==> src/design/lfa_pkg.sv <==
`default_nettype none

package lfa_pkg;

  // Field widths.
  localparam int unsigned LEVEL_W   = 8;
  localparam int unsigned CODE_W    = 8;
  localparam int unsigned CMD_W     = 2;
  localparam int unsigned PERIOD_W  = 15;
  localparam int unsigned ELAPSED_W = 24;
  localparam int unsigned CFG_IDX_W = 2;
  localparam int unsigned CFG_W     = 8;

  // Command codes of an input transaction.
  localparam logic [CMD_W-1:0] CMD_TICK  = 2'd0;
  localparam logic [CMD_W-1:0] CMD_START = 2'd1;
  localparam logic [CMD_W-1:0] CMD_MUTE  = 2'd2;

  // Effect codes.
  localparam logic [CODE_W-1:0] EFF_NONE      = 8'h00;
  localparam logic [CODE_W-1:0] EFF_BLANK     = 8'h01;
  localparam logic [CODE_W-1:0] EFF_CONST     = 8'h02;
  localparam logic [CODE_W-1:0] EFF_FADE_UP   = 8'h10;
  localparam logic [CODE_W-1:0] EFF_FADE_DOWN = 8'h11;
  localparam logic [CODE_W-1:0] EFF_FLASH     = 8'h20;

  // Configuration register indexes.
  localparam logic [CFG_IDX_W-1:0] REG_LEVEL_A      = 2'd0;
  localparam logic [CFG_IDX_W-1:0] REG_LEVEL_B      = 2'd1;
  localparam logic [CFG_IDX_W-1:0] REG_TIME_B       = 2'd2;
  localparam logic [CFG_IDX_W-1:0] REG_REPEAT_COUNT = 2'd3;

  // One 10 ms unit counts as this many 100 us ticks.
  localparam logic [6:0] TICKS_PER_10MS = 7'd100;

  // The elapsed tick counter stops here.
  localparam logic [ELAPSED_W-1:0] ELAPSED_MAX = {ELAPSED_W{1'b1}};

  typedef struct packed {
    logic [LEVEL_W-1:0] level_a;
    logic [LEVEL_W-1:0] level_b;
    logic [LEVEL_W-1:0] time_b;
    logic [LEVEL_W-1:0] repeat_count;
  } cfg_t;

  typedef struct packed {
    logic [CMD_W-1:0]  cmd;
    logic [CODE_W-1:0] effect_code;
    logic              mute_on;
  } item_t;

  typedef struct packed {
    logic [LEVEL_W-1:0] drive_level;
    logic               drive_written;
    logic [CODE_W-1:0]  active_effect;
  } result_t;

  typedef struct packed {
    logic [LEVEL_W-1:0]   current_level;
    logic [CODE_W-1:0]    effect_now;
    logic [LEVEL_W-1:0]   repeats_left;
    logic [PERIOD_W-1:0]  step_period;
    logic [ELAPSED_W-1:0] elapsed_ticks;
    logic                 flash_phase_on;
    logic                 muted;
  } anim_state_t;

  // Converts a time in 10 ms units into a period in ticks (at most 25500).
  function automatic logic [PERIOD_W-1:0] ticks_of_10ms(input logic [LEVEL_W-1:0] units);
    return PERIOD_W'(units) * PERIOD_W'(TICKS_PER_10MS);
  endfunction

endpackage

`default_nettype wire

==> src/design/lfa_in_if.sv <==
`default_nettype none

interface lfa_in_if;
  logic                         valid;
  logic                         ready;
  logic [lfa_pkg::CMD_W-1:0]    cmd;
  logic [lfa_pkg::CODE_W-1:0]   effect_code;
  logic                         mute_on;

  modport source (output valid, output cmd, output effect_code, output mute_on,
                  input ready);
  modport sink (input valid, input cmd, input effect_code, input mute_on,
                output ready);
endinterface

`default_nettype wire

==> src/design/lfa_out_if.sv <==
`default_nettype none

interface lfa_out_if;
  logic                         valid;
  logic                         ready;
  logic [lfa_pkg::LEVEL_W-1:0]  drive_level;
  logic                         drive_written;
  logic [lfa_pkg::CODE_W-1:0]   active_effect;

  modport source (output valid, output drive_level, output drive_written,
                  output active_effect, input ready);
  modport sink (input valid, input drive_level, input drive_written,
                input active_effect, output ready);
endinterface

`default_nettype wire

==> src/design/lfa_cfg_regs.sv <==
`default_nettype none

module lfa_cfg_regs (
  input  wire logic                           clk_i,
  input  wire logic                           rst_ni,
  input  wire logic                           cfg_we_i,
  input  wire logic [lfa_pkg::CFG_IDX_W-1:0]  cfg_idx_i,
  input  wire logic [lfa_pkg::CFG_W-1:0]      cfg_wdata_i,
  output lfa_pkg::cfg_t                       cfg_o
);
  import lfa_pkg::*;

  cfg_t cfg_q;

  // Register file: one 8-bit register per index, written without wait.
  always_ff @(posedge clk_i or negedge rst_ni) begin
    if (!rst_ni) begin
      cfg_q <= '0;
    end else if (cfg_we_i) begin
      unique case (cfg_idx_i)
        REG_LEVEL_A:      cfg_q.level_a      <= cfg_wdata_i;
        REG_LEVEL_B:      cfg_q.level_b      <= cfg_wdata_i;
        REG_TIME_B:       cfg_q.time_b       <= cfg_wdata_i;
        REG_REPEAT_COUNT: cfg_q.repeat_count <= cfg_wdata_i;
        default: ;
      endcase
    end
  end

  assign cfg_o = cfg_q;

endmodule

`default_nettype wire

==> src/design/lfa_next.sv <==
`default_nettype none

module lfa_next (
  input  wire lfa_pkg::anim_state_t state_i,
  input  wire lfa_pkg::item_t       item_i,
  input  wire lfa_pkg::cfg_t        cfg_i,
  output lfa_pkg::anim_state_t      state_o,
  output lfa_pkg::result_t          result_o
);
  import lfa_pkg::*;

  anim_state_t            st;
  logic                   wr;
  logic [LEVEL_W-1:0]     wr_level;
  logic [ELAPSED_W-1:0]   elapsed_inc;
  logic [LEVEL_W-1:0]     rl_dec;
  logic                   stepping;
  logic                   fire;
  logic                   counted;

  // Saturating tick count and the step decision.
  assign elapsed_inc = (state_i.elapsed_ticks < ELAPSED_MAX) ?
                       state_i.elapsed_ticks + ELAPSED_W'(1) : state_i.elapsed_ticks;
  assign rl_dec      = state_i.repeats_left - LEVEL_W'(1);
  assign counted     = (cfg_i.repeat_count != '0);
  assign stepping    = state_i.effect_now inside {EFF_FADE_UP, EFF_FADE_DOWN, EFF_FLASH};
  assign fire        = !state_i.muted && stepping &&
                       (elapsed_inc > ELAPSED_W'(state_i.step_period));

  // Next state and the level written by this transaction.
  always_comb begin
    st       = state_i;
    wr       = 1'b0;
    wr_level = '0;
    case (item_i.cmd)
      CMD_TICK: begin
        st.elapsed_ticks = elapsed_inc;
        if (fire) begin
          st.elapsed_ticks = elapsed_inc - ELAPSED_W'(state_i.step_period);
          case (state_i.effect_now)
            EFF_FADE_UP: begin
              if (state_i.current_level >= cfg_i.level_b) begin
                st.current_level = cfg_i.level_a;
                if (counted) begin
                  st.repeats_left = rl_dec;
                  if (rl_dec == '0) begin
                    st.effect_now = EFF_NONE;
                  end
                end
              end else begin
                st.current_level = state_i.current_level + LEVEL_W'(1);
              end
              wr       = 1'b1;
              wr_level = st.current_level;
            end
            EFF_FADE_DOWN: begin
              if (state_i.current_level <= cfg_i.level_b) begin
                st.current_level = cfg_i.level_a;
                if (counted) begin
                  st.repeats_left = rl_dec;
                  // The last ramp ends on the stop level.
                  if (rl_dec == '0) begin
                    st.effect_now    = EFF_NONE;
                    st.current_level = cfg_i.level_b;
                  end
                end
              end else begin
                st.current_level = state_i.current_level - LEVEL_W'(1);
              end
              wr       = 1'b1;
              wr_level = st.current_level;
            end
            default: begin
              // Flash: toggle between the on level and zero.
              if (state_i.flash_phase_on) begin
                st.flash_phase_on = 1'b0;
                st.current_level  = '0;
                st.step_period    = ticks_of_10ms(cfg_i.time_b);
                wr                = 1'b1;
                wr_level          = '0;
                if (counted) begin
                  st.repeats_left = rl_dec;
                  if (rl_dec == '0) begin
                    st.effect_now = EFF_NONE;
                  end
                end
              end else begin
                st.flash_phase_on = 1'b1;
                st.current_level  = cfg_i.level_a;
                st.step_period    = ticks_of_10ms(cfg_i.level_b);
                wr                = 1'b1;
                wr_level          = cfg_i.level_a;
              end
            end
          endcase
        end
      end
      CMD_START: begin
        st.effect_now = item_i.effect_code;
        if (!state_i.muted) begin
          case (item_i.effect_code)
            EFF_BLANK: begin
              st.current_level = '0;
              wr               = 1'b1;
              wr_level         = '0;
            end
            EFF_CONST: begin
              st.current_level = cfg_i.level_a;
              wr               = 1'b1;
              wr_level         = cfg_i.level_a;
            end
            EFF_FADE_UP, EFF_FADE_DOWN: begin
              st.elapsed_ticks = '0;
              st.current_level = cfg_i.level_a;
              st.repeats_left  = cfg_i.repeat_count;
              st.step_period   = PERIOD_W'(cfg_i.time_b);
              wr               = 1'b1;
              wr_level         = cfg_i.level_a;
            end
            EFF_FLASH: begin
              st.elapsed_ticks  = '0;
              st.repeats_left   = cfg_i.repeat_count;
              st.step_period    = ticks_of_10ms(cfg_i.level_b);
              st.current_level  = cfg_i.level_a;
              st.flash_phase_on = 1'b1;
              wr                = 1'b1;
              wr_level          = cfg_i.level_a;
            end
            default: ;
          endcase
        end
      end
      CMD_MUTE: begin
        // Muting blanks the output but keeps the held level.
        st.muted = item_i.mute_on;
        wr       = 1'b1;
        wr_level = item_i.mute_on ? '0 : state_i.current_level;
      end
      default: ;
    endcase
  end

  assign state_o                = st;
  assign result_o.drive_level   = wr_level;
  assign result_o.drive_written = wr;
  assign result_o.active_effect = st.effect_now;

endmodule

`default_nettype wire

==> src/design/pwm_level_fade_flash_animator.sv <==
`default_nettype none

// PWM level animator: drives one 8-bit PWM level with blank, constant,
// fade and flash effects.
//
// Channels: in_i carries one transaction per command (tick of 100 us,
// effect start, or mute control); out_o returns exactly one result per
// input transaction, in order: the level written, a written flag and the
// effect code now held. The configuration port writes one of four 8-bit
// registers per cycle while cfg_we_i is high; it is meant to be used while
// no transaction is in flight.
//
// Each transaction is held in the input register, then its result in the
// result register. Throughput is one transaction per cycle while out_o.ready
// is high, set by one input register, next-state logic and result register.
// When the receiver stalls, the result register holds, the input register
// keeps its transaction, and in_i.ready drops once both are full.
// Reset clears all configuration registers, the effect state and both
// valid flags; no clearing pass is needed.
module pwm_level_fade_flash_animator (
  input  wire logic                           clk_i,
  input  wire logic                           rst_ni,
  lfa_in_if.sink                              in_i,
  lfa_out_if.source                           out_o,
  input  wire logic                           cfg_we_i,
  input  wire logic [lfa_pkg::CFG_IDX_W-1:0]  cfg_idx_i,
  input  wire logic [lfa_pkg::CFG_W-1:0]      cfg_wdata_i
);
  import lfa_pkg::*;

  cfg_t        cfg;
  logic        in_valid_q;
  item_t       in_item_q;
  anim_state_t state_q;
  anim_state_t state_d;
  result_t     result_d;
  logic        out_valid_q;
  result_t     out_res_q;
  logic        advance;

  lfa_cfg_regs u_cfg_regs (
    .clk_i       (clk_i),
    .rst_ni      (rst_ni),
    .cfg_we_i    (cfg_we_i),
    .cfg_idx_i   (cfg_idx_i),
    .cfg_wdata_i (cfg_wdata_i),
    .cfg_o       (cfg)
  );

  lfa_next u_next (
    .state_i  (state_q),
    .item_i   (in_item_q),
    .cfg_i    (cfg),
    .state_o  (state_d),
    .result_o (result_d)
  );

  // The held transaction moves on when the result register is free.
  assign advance    = in_valid_q && (!out_valid_q || out_o.ready);
  assign in_i.ready = !in_valid_q || advance;

  // Valid flags and effect state.
  always_ff @(posedge clk_i or negedge rst_ni) begin
    if (!rst_ni) begin
      in_valid_q  <= 1'b0;
      out_valid_q <= 1'b0;
      state_q     <= '0;
    end else begin
      if (in_i.ready) begin
        in_valid_q <= in_i.valid;
      end
      if (advance) begin
        out_valid_q <= 1'b1;
        state_q     <= state_d;
      end else if (out_o.ready) begin
        out_valid_q <= 1'b0;
      end
    end
  end

  // Payload registers.
  always_ff @(posedge clk_i) begin
    if (in_i.valid && in_i.ready) begin
      in_item_q.cmd         <= in_i.cmd;
      in_item_q.effect_code <= in_i.effect_code;
      in_item_q.mute_on     <= in_i.mute_on;
    end
    if (advance) begin
      out_res_q <= result_d;
    end
  end

  assign out_o.valid         = out_valid_q;
  assign out_o.drive_level   = out_res_q.drive_level;
  assign out_o.drive_written = out_res_q.drive_written;
  assign out_o.active_effect = out_res_q.active_effect;

  // A transaction that moves on always shows up as a result.
  a_advance_to_out: assert property (@(posedge clk_i) disable iff (!rst_ni)
    advance |=> out_valid_q)
    else $error("result register not loaded after advance");

  // A blocked transaction stays in the input register unchanged.
  a_in_hold: assert property (@(posedge clk_i) disable iff (!rst_ni)
    (in_valid_q && !advance) |=> (in_valid_q && $stable(in_item_q)))
    else $error("input register lost a blocked transaction");

  // A result that writes nothing reports level zero.
  a_level_zero: assert property (@(posedge clk_i) disable iff (!rst_ni)
    (out_valid_q && !out_res_q.drive_written) |-> (out_res_q.drive_level == '0))
    else $error("unwritten result carries a level");

  // The step period never exceeds the longest flash phase.
  a_period_range: assert property (@(posedge clk_i) disable iff (!rst_ni)
    state_q.step_period <= ticks_of_10ms({LEVEL_W{1'b1}}))
    else $error("step period out of range");

endmodule

`default_nettype wire
==> src/flat_wrapper.sv <==
// flat-port wrapper written by rule: the top's interface ports become plain ports
module pwm_level_fade_flash_animator_flat import lfa_pkg::*;
  (clk_i, rst_ni, cfg_we_i, cfg_idx_i, cfg_wdata_i, in_i_valid, in_i_cmd, in_i_effect_code, in_i_mute_on, in_i_ready, out_o_valid, out_o_drive_level, out_o_drive_written, out_o_active_effect, out_o_ready);
  lfa_in_if in_i_i ();
  lfa_out_if out_o_i ();
  input  wire logic clk_i;
  input  wire logic rst_ni;
  input  wire logic cfg_we_i;
  input  wire logic [lfa_pkg::CFG_IDX_W-1:0] cfg_idx_i;
  input  wire logic [lfa_pkg::CFG_W-1:0] cfg_wdata_i;
  input wire logic [$bits(in_i_i.valid)-1:0] in_i_valid;
  input wire logic [$bits(in_i_i.cmd)-1:0] in_i_cmd;
  input wire logic [$bits(in_i_i.effect_code)-1:0] in_i_effect_code;
  input wire logic [$bits(in_i_i.mute_on)-1:0] in_i_mute_on;
  output wire logic [$bits(in_i_i.ready)-1:0] in_i_ready;
  output wire logic [$bits(out_o_i.valid)-1:0] out_o_valid;
  output wire logic [$bits(out_o_i.drive_level)-1:0] out_o_drive_level;
  output wire logic [$bits(out_o_i.drive_written)-1:0] out_o_drive_written;
  output wire logic [$bits(out_o_i.active_effect)-1:0] out_o_active_effect;
  input wire logic [$bits(out_o_i.ready)-1:0] out_o_ready;
  assign in_i_i.valid = in_i_valid;
  assign in_i_i.cmd = in_i_cmd;
  assign in_i_i.effect_code = in_i_effect_code;
  assign in_i_i.mute_on = in_i_mute_on;
  assign in_i_ready = in_i_i.ready;
  assign out_o_valid = out_o_i.valid;
  assign out_o_drive_level = out_o_i.drive_level;
  assign out_o_drive_written = out_o_i.drive_written;
  assign out_o_active_effect = out_o_i.active_effect;
  assign out_o_i.ready = out_o_ready;
  pwm_level_fade_flash_animator u_core (.clk_i(clk_i), .rst_ni(rst_ni), .in_i(in_i_i), .out_o(out_o_i), .cfg_we_i(cfg_we_i), .cfg_idx_i(cfg_idx_i), .cfg_wdata_i(cfg_wdata_i));
endmodule
==> config.mk <==
export PLATFORM = sky130hd
export DESIGN_NAME = pwm_level_fade_flash_animator_flat
export DESIGN_NICKNAME = d
export VERILOG_FILES = /design/src/design/lfa_pkg.sv /design/src/design/lfa_in_if.sv /design/src/design/lfa_out_if.sv /design/src/design/lfa_cfg_regs.sv /design/src/design/lfa_next.sv /design/src/design/pwm_level_fade_flash_animator.sv /design/src/flat_wrapper.sv
export SDC_FILE = /design/constraint.sdc
export NUM_CORES = 1
export LEC_CHECK = 0
export BUFFER_PORTS_ARGS = -buffer_cell sky130_fd_sc_hd__clkbuf_2
export CORE_UTILIZATION = 35
export CTS_BUF_LIST = sky130_fd_sc_hd__clkbuf_8 sky130_fd_sc_hd__clkbuf_16
export DETAILED_ROUTE_END_ITERATION = 8
export GPL_TIMING_DRIVEN = 0
export PLACE_DENSITY = 0.62
export SLEW_MARGIN = 20
export SYNTH_ARGS = -nofsm -noshare
export SYNTH_HDL_FRONTEND = slang
export SYNTH_SLANG_ARGS = --single-unit
==> constraint.sdc <==
create_clock -name clk_i -period 6.65 [get_ports clk_i]
set_input_delay 0.9975 -clock clk_i [delete_from_list [all_inputs] [get_ports clk_i]]
set_output_delay 0.9975 -clock clk_i [all_outputs]
set_load 0.02 [all_outputs]
==> metrics, run 1 <==
status=complete, no violations; crit-path cells=ha_1, nand4_1, nor4_4, a21oi_1, and2_0, and3_1, nand3_1, xnor2_1, ha_1, nand3_1, or2_2, or4_1, o21ai_0, o211ai_1, o31ai_4, buf_6, buf_6, a211oi_1, a221o_1; Arr. time, crit path=5.90 ns; post-CTS sizing=0; Initial Utilization=0.358; final hold viol count=0; Synth top cells by count=99 x dfrtp_1, 86 x ha_1, 83 x inv_1, 78 x nand2_1, 69 x nor2_1; Hold Crit Class=input pin to asynchronous set/reset pin; max-cap viol count=0; CP required=6.82 ns; share of layout cells above drive strength 1=0.146; clock buffer depth=2; CP Launch Type=flip-flop; synthesis-stage register bit count=127; Worst Max-Slew Pin Slew=approximately 1.1 ns; Final ANT Viol Nets=0; WL per Instance=17.3 um; top post-synthesis cells by area=dfrtp_1 26%, ha_1 11%, edfxtp_1 8.7%, mux2_2 4.2%, inv_1 3.2%; Worst Reg-to-Reg Cells=19; DRC viols=0; Post-Syn Area=9710 um2; I/O pins=45; Max Clk Rate=0.174 GHz; hpwl dp=slightly below 20000 um; period utilization=0.862; initial antenna violation count=0; total track usage=0.184; register area share after synthesis=0.342; max incr delay on CP=0.62 ns; RSZ-0062 raised after global routing=false; max-slew violations=0; clk slew on worst S/H paths=0.07 ns; Root Buffer=clkbuf_16; # port buffers=44; library cell with the largest summed area after synthesis=dfrtp_1; crit path kind=flip-flop to flip-flop; worst r2r src=u_core.state_q[2]$_DFFE_PN0P_; Sink Count=around 130; reg2reg end=u_core.out_o.drive_level[2]$_DFFE_PP_; number of setup violations in the final report=0; Tmin final=5.73 ns; Critical-path top delay cell=nor4_4; PD cells=between 300 and 400 nW/um2; CP Capture Type=flip-flop; crit-path max FO=10; Post-synth EDFFs=28; Async SR Flop Fraction=0.780; most common cell in the synthesized netlist=dfrtp_1; largest net degree at the start of global routing=74; Top FF cell, synth=dfrtp_1; distinct cell type count after synthesis=88; post-placement cell area=10400 um2; Pre-antenna DRT Iters=6; Setup Skew=0.0113 ns; final instance area=11000 um2; # nets final=about 1200; standard-cell row count=60; ant diodes=0; grt ovf=0; Die X-Extent=about 170 um; later-pin clock latency in the skew report=0.43 ns; hold slack=~0.46 ns; DR vias=8183; drt via density=5.51; number of global-route vias before repair=7809; Rel. slew slack=0.268; DRT Wirelength=25700 um; CTS tree=yes; CORE AREA=~27000 um2; Pleak=4.73 nW; first-pass GRT wire length=about 41000 um; Yosys top cell area share=0.255; Core Util, Final=0.407; Synth Instances=between 1000 and 1500; Placer Congestion=0.886; setup TNS=0 ns; CTS buffer count=17; Post-Syn Nets=~1200; YS warnings=0; Layout area overhead=13.6%; R2R Setup Slk=around 0.9 ns; Setup Fix Bufs, Post-CTS=0; DIE HEIGHT=~170 um; cts hold-fix bufs=0; initial drt markers=575; CTS H-tree depth=4; worst vdd ir=between 0.00015 and 0.0002 V; full die area=28400 um2; Avg Inst Size Synth=9.38 um2
-- logic make-up (layout without fill, tap and decap cells) --
| family | Yosys count | after routing | synth area share |
|---|---|---|---|
| muxes | 51 | 51 | 0.0602 |
| adders and majority gates | 93 | 93 | 0.125 |
| buffers and inverters | 122 | 200 | 0.0509 |
| AOI/OAI and AO/OA | 271 | 271 | 0.202 |
| DFF | 127 | 127 | 0.342 |
| xor gates and xnor gates | 53 | 53 | 0.0478 |
| and+or+nand+nor | 318 | 318 | 0.172 |
-- area by class of cell --
type,count,area [um2]
Buffer,38,179
Clock buffer,17,425
Clock inverter,15,166
Fill cell,2664,16100
Inverter,84,315
Multi-Input combinational cell,786,5900
Sequential cell,127,3320
Tap cell,372,465
Timing Repair Buffer,46,262
-- sequential cells by signal, indices dropped and copies added (netlist names) --
name and count:
u_core.in_item_q 11, u_core.in_valid_q 1, u_core.out_o.active_effect 8, u_core.out_o.drive_level 8, u_core.out_o.drive_written 1, u_core.out_o.valid 1
u_core.state_q 65, u_core.u_cfg_regs.cfg_o 32
-- worst max-delay path, delay by kind of cell, from the launching register on --
kind / cells / cell delay, ns
AND/OR/NAND/NOR: 8 / 2.44
buffers and inverters: 2 / 0.44
AO/OA/AOI/OAI: 6 / 1.37
XOR/XNOR: 1 / 0.10
adder cells (fa/ha/maj): 2 / 0.67
flip-flops: 1 / 0.42
-- metal layers --
layer | part of all wire | vias up | global-route usage
met5 | 0 | - | 0
met4 | 0.015 | 0 | 0.0455
met3 | 0.048 | 27 | 0.0346
met2 | 0.47 | 201 | 0.300
met1 | 0.47 | 3981 | 0.250
li1 | - | 3974 | -
-- worst max path at each step --
| stage | startpoint | to | slack [ns] | cells after the start |
|---|---|---|---|---|
| global placement | u_core.state_q[2]$_DFFE_PN0P_ | u_core.out_o.drive_level[2]$_DFFE_PP_ | 1.02 | 19 |
| floorplan | u_core.state_q[2]$_DFFE_PN0P_ | u_core.out_o.drive_level[7]$_DFFE_PP_ | 1.91 | 18 |
| CTS | u_core.state_q[2]$_DFFE_PN0P_ | u_core.out_o.drive_level[2]$_DFFE_PP_ | 0.94 | 19 |
| detailed placement | u_core.state_q[2]$_DFFE_PN0P_ | u_core.out_o.drive_level[2]$_DFFE_PP_ | 0.99 | 19 |
| finish | u_core.state_q[2]$_DFFE_PN0P_ | u_core.out_o.drive_level[2]$_DFFE_PP_ | 0.92 | 19 |
| global route | u_core.state_q[2]$_DFFE_PN0P_ | u_core.out_o.drive_level[1]$_DFFE_PP_ | 0.59 | 19 |
-- stage by stage --
step | setup slack [ns] | total power, mW | cells
detailed placement | 0.994 | 2.68 | 1452
global route | 0.585 | 3.91 | 1485
floorplan | 1.91 | 2.29 | 1035
CTS | 0.941 | 3.65 | 1484
global placement | 1.02 | 2.65 | 1451
finish | 0.919 | 3.64 | 1485
-- power breakdown --
part	switching (mW)	internal [mW]
clock	0.420	0.536
sequential	0.169	0.949
combinational	0.893	0.673
total	1.48	2.16
-- cells in the final DEF (no fill, tap or decap), drive strengths merged, types with 16 or more instances in the layout --
cell	netlist	routed
edfxtp	28	28
nand3	34	34
mux2	40	40
nand2	79	79
nand4	16	16
xor2	19	19
inv	83	94
dfrtp	99	99
xnor2	34	34
nor2	72	72
nor4	16	16
a21o	17	17
o21ai	53	53
nor3	29	29
clkbuf	24	86
ha	86	86
a21oi	47	47
No activity file was read; power rests on OpenSTA's default activity.
==> run 2: changes to the inputs <==
- ABC_AREA: not set -> 1
- SLEW_MARGIN: 20 -> 25
==> metrics, run 2 <==
register area share after synthesis=0.314 (-0.0275); Synth Area in Simple Gates=0.336 (+0.164); drt via density=5.07 (-7.9%); Placer Congestion=0.938 (+5.9%); post-CTS sizing=0 (unchanged); Tmin final=4.56 ns (-1.17 ns); # port buffers=44 (unchanged); setup TNS=0 ns (unchanged); Fillers=3129 (+17%); register area=3320 um2 (unchanged); Synth Instances=1518 (+47%); largest net degree at the start of global routing=60 (-19%); CTS H-tree depth=4 (unchanged); Clk pwr share=0.220 (-0.043); Hold Path Depth=2; max-cap viol count=0 (unchanged); Total Power=4.36 mW (+20%); ant diodes=0 (unchanged); reg2reg end=u_core.out_o.drive_level[6]$_DFFE_PP_; DRT Wirelength=29000 um (+13%); Sw Share=0.460 (+0.0531); RSZ-0062 raised after global routing=false; final hold viol count=0 (unchanged); # nets final=1701 (+40%); Yosys top cell area share=0.235 (-0.0206); Max Clk Rate=0.219 GHz (+26%); library cell with the largest summed area after synthesis=dfrtp_1; CTS tree=yes; clk slew on worst S/H paths=0.06 ns (about the same); R2R Setup Slk=2.09 ns (+1.17 ns); Hold Crit Class=flip-flop to flip-flop; DR vias=10072 (+23%); most frequent cells in the layout=487 x nand2_1, 182 x inv_1, 127 x nand3_1; first-pass GRT wire length=47800 um (+16%); Rel. slew slack=0.432 (+0.164); Initial Utilization=0.356 (-0.00196); final instance area=11900 um2 (+8.0%); Top reg by flops=u_core.state_q; later-pin clock latency in the skew report=0.42 ns (about the same); Worst Reg-to-Reg Cells=22 (+3); Pleak=6.06 nW (+28%); post-placement cell area=11300 um2 (+8.3%); Final ANT Viol Nets=0 (unchanged); worst vdd ir=0.000158 V (+2.4%); I/O pins=45 (unchanged); Top FF cell, synth=dfrtp_1; max-slew violations=0 (unchanged); Root Buffer=clkbuf_16; Hold Crit Start=u_core.state_q[36]$_DFFE_PN0P_; crit-path max FO=10 (unchanged); largest family of logic cells by synthesized area=simple AND/OR/NAND/NOR gates; cts hold-fix bufs=0 (unchanged); Post-synth EDFFs=28 (unchanged); Gate power share=0.526 (+0.096); CP required=6.80 ns (-0.02 ns); Worst Hold Path EP=u_core.state_q[36]$_DFFE_PN0P_; CP Launch Type=flip-flop; Compound-Gate Fraction of Synth Area=0.107 (-0.0953); initial antenna violation count=0 (unchanged); PD cells=366 nW/um2 (+11%); CTS buffer count=17 (unchanged); most common cell in the synthesized netlist=nand2_1; Avg Inst Size Synth=6.95 um2 (-26%); Setup Skew=0.00803 ns (-0.00330 ns); full die area=30900 um2 (+8.7%); Core Util, Final=0.402 (-0.00525); WL per Instance=14.6 um (-15%); YS warnings=0 (unchanged); initial drt markers=748 (+30%); distinct cell type count after synthesis=51 (-42%); Arr. time, crit path=4.71 ns (-1.19 ns); top post-synthesis cells by area=dfrtp_1 23%, nand2_1 17%, ha_1 10%, edfxtp_1 8.0%, inv_1 6.5%; CP Capture Type=flip-flop; Post-Syn Nets=1637 (+42%); Synth Area in Adders=0.115 (-0.0101); Post-Syn Area=10600 um2 (+8.8%); Worst Max-Slew Pin Slew=0.852 ns (-0.238 ns); DRC viols=0 (unchanged); hold slack=0.477 ns (+0.0187 ns); NetSw=2.00 mW (+35%); hpwl dp=22600 um (+17%); crit path launch=u_core.state_q[2]$_DFFE_PN0P_; max FFs per register=65 (unchanged); Layout area overhead=12.8%; worst r2r src=u_core.state_q[2]$_DFFE_PN0P_; crit path kind=flip-flop to flip-flop; multiplexer area fraction after synthesis=0.000948 (-0.0592); Setup Fix Bufs, Post-CTS=0 (unchanged); xor/xnor cell area share of the yosys netlist=0.0406 (-0.00717); clock buffer depth=2 (unchanged); number of setup violations in the final report=0 (unchanged); Die X-Extent=176 um (+4.2%); CORE AREA=29600 um2 (+9.4%); period utilization=0.686 (-0.176); DIE HEIGHT=176 um (+4.2%); status=complete, no violations; most common cell after layout, fill and taps aside=nand2_1; Pre-antenna DRT Iters=5 (-1); sequential fraction of design power=0.254 (-0.053); Sink Count=127 (unchanged); Int Power=2.35 mW (+8.9%); share of layout cells above drive strength 1=0.0890 (-0.0565); multi-input logic area=6340 um2 (+7.4%); grt ovf=0 (unchanged); Synth top cells by count=487 x nand2_1, 182 x inv_1, 127 x nand3_1, 113 x nor2_1, 99 x dfrtp_1; total track usage=0.194 (+0.0103); Async SR Flop Fraction=0.780 (unchanged); standard-cell row count=63 (+5.0%); synthesis-stage register bit count=127 (unchanged); number of global-route vias before repair=9439 (+21%)
## run 2: final cells by class
type | instances | share of cell area
tap | 390 | 0.0410
inverter | 189 | 0.0596
timing repair buffer | 45 | 0.0215
multi-input combinational | 1165 | 0.532
buffer | 37 | 0.0168
clock inverter | 12 | 0.0110
clock buffer | 20 | 0.0392
sequential | 127 | 0.279
## run 2: how the worst max path moves through the flow
| stage | slack, ns | end | cells past startpoint |
|---|---|---|---|
| 5_1_grt | 1.72 | u_core.state_q[11]$_DFFE_PN0P_ | 21 |
| 6_report | 2.09 | u_core.out_o.drive_level[6]$_DFFE_PP_ | 22 |
| 3_5_place_dp | 2.14 | u_core.out_o.drive_level[6]$_DFFE_PP_ | 22 |
| 2_1_floorplan | 3.08 | u_core.out_o.drive_level[6]$_DFFE_PP_ | 21 |
| 3_3_place_gp | 2.14 | u_core.state_q[7]$_DFFE_PN0P_ | 21 |
| 4_1_cts | 2.07 | u_core.out_o.drive_level[6]$_DFFE_PP_ | 22 |
## run 2: power groups by stage
stage                     logic [mW]  registers (mW)  clock network [mW]
after floorplan                 1.74            1.09                   0
after CTS                       2.28            1.11               0.974
after detailed placement        2.25            1.12                   0
final                           2.29            1.11               0.958
after global placement          2.23            1.12                   0
after global routing            2.60            1.13                1.00
## run 2: layer usage
metal,track usage,vias up,part of all wire
met5,0,-,0
met4,0.0576,0,0.018
met3,0.0294,35,0.048
met2,0.313,286,0.46
met1,0.266,4673,0.48
li1,-,5078,-
## run 2: kinds of logic (layout without fill, tap and decap cells)
logic type	Yosys count	count (layout)
xor+xnor	49	49
mux	1	1
flops	127	127
buf+inv	226	303
fa+ha+maj	93	93
simple gates	822	822
compound gates	200	200
## run 2: critical path, stage by stage (launching register included)
cell and delay, ns:
dfrtp_1 0.40, ha_1 0.33, nand3_2 0.23, nor2_2 0.17
nand4_1 0.14, or2_2 0.38, nand2_1 0.12, xor2_1 0.28
ha_1 0.35, a21oi_1 0.22, o21ai_0 0.10, nand2_1 0.07
nand2_1 0.05, a21oi_1 0.36, o21ai_2 0.18, nand2_2 0.11
nand2_4 0.10, nand2_2 0.09, buf_6 0.19, nor2_8 0.04
buf_6 0.16, nand2_2 0.07, o311ai_1 0.11
## run 2: metrics by stage
step	setup slack (ns)	instances
2_1_floorplan	3.08	1518
3_3_place_gp	2.14	1952
3_5_place_dp	2.14	1953
4_1_cts	2.07	1985
5_1_grt	1.72	1985
6_report	2.09	1985
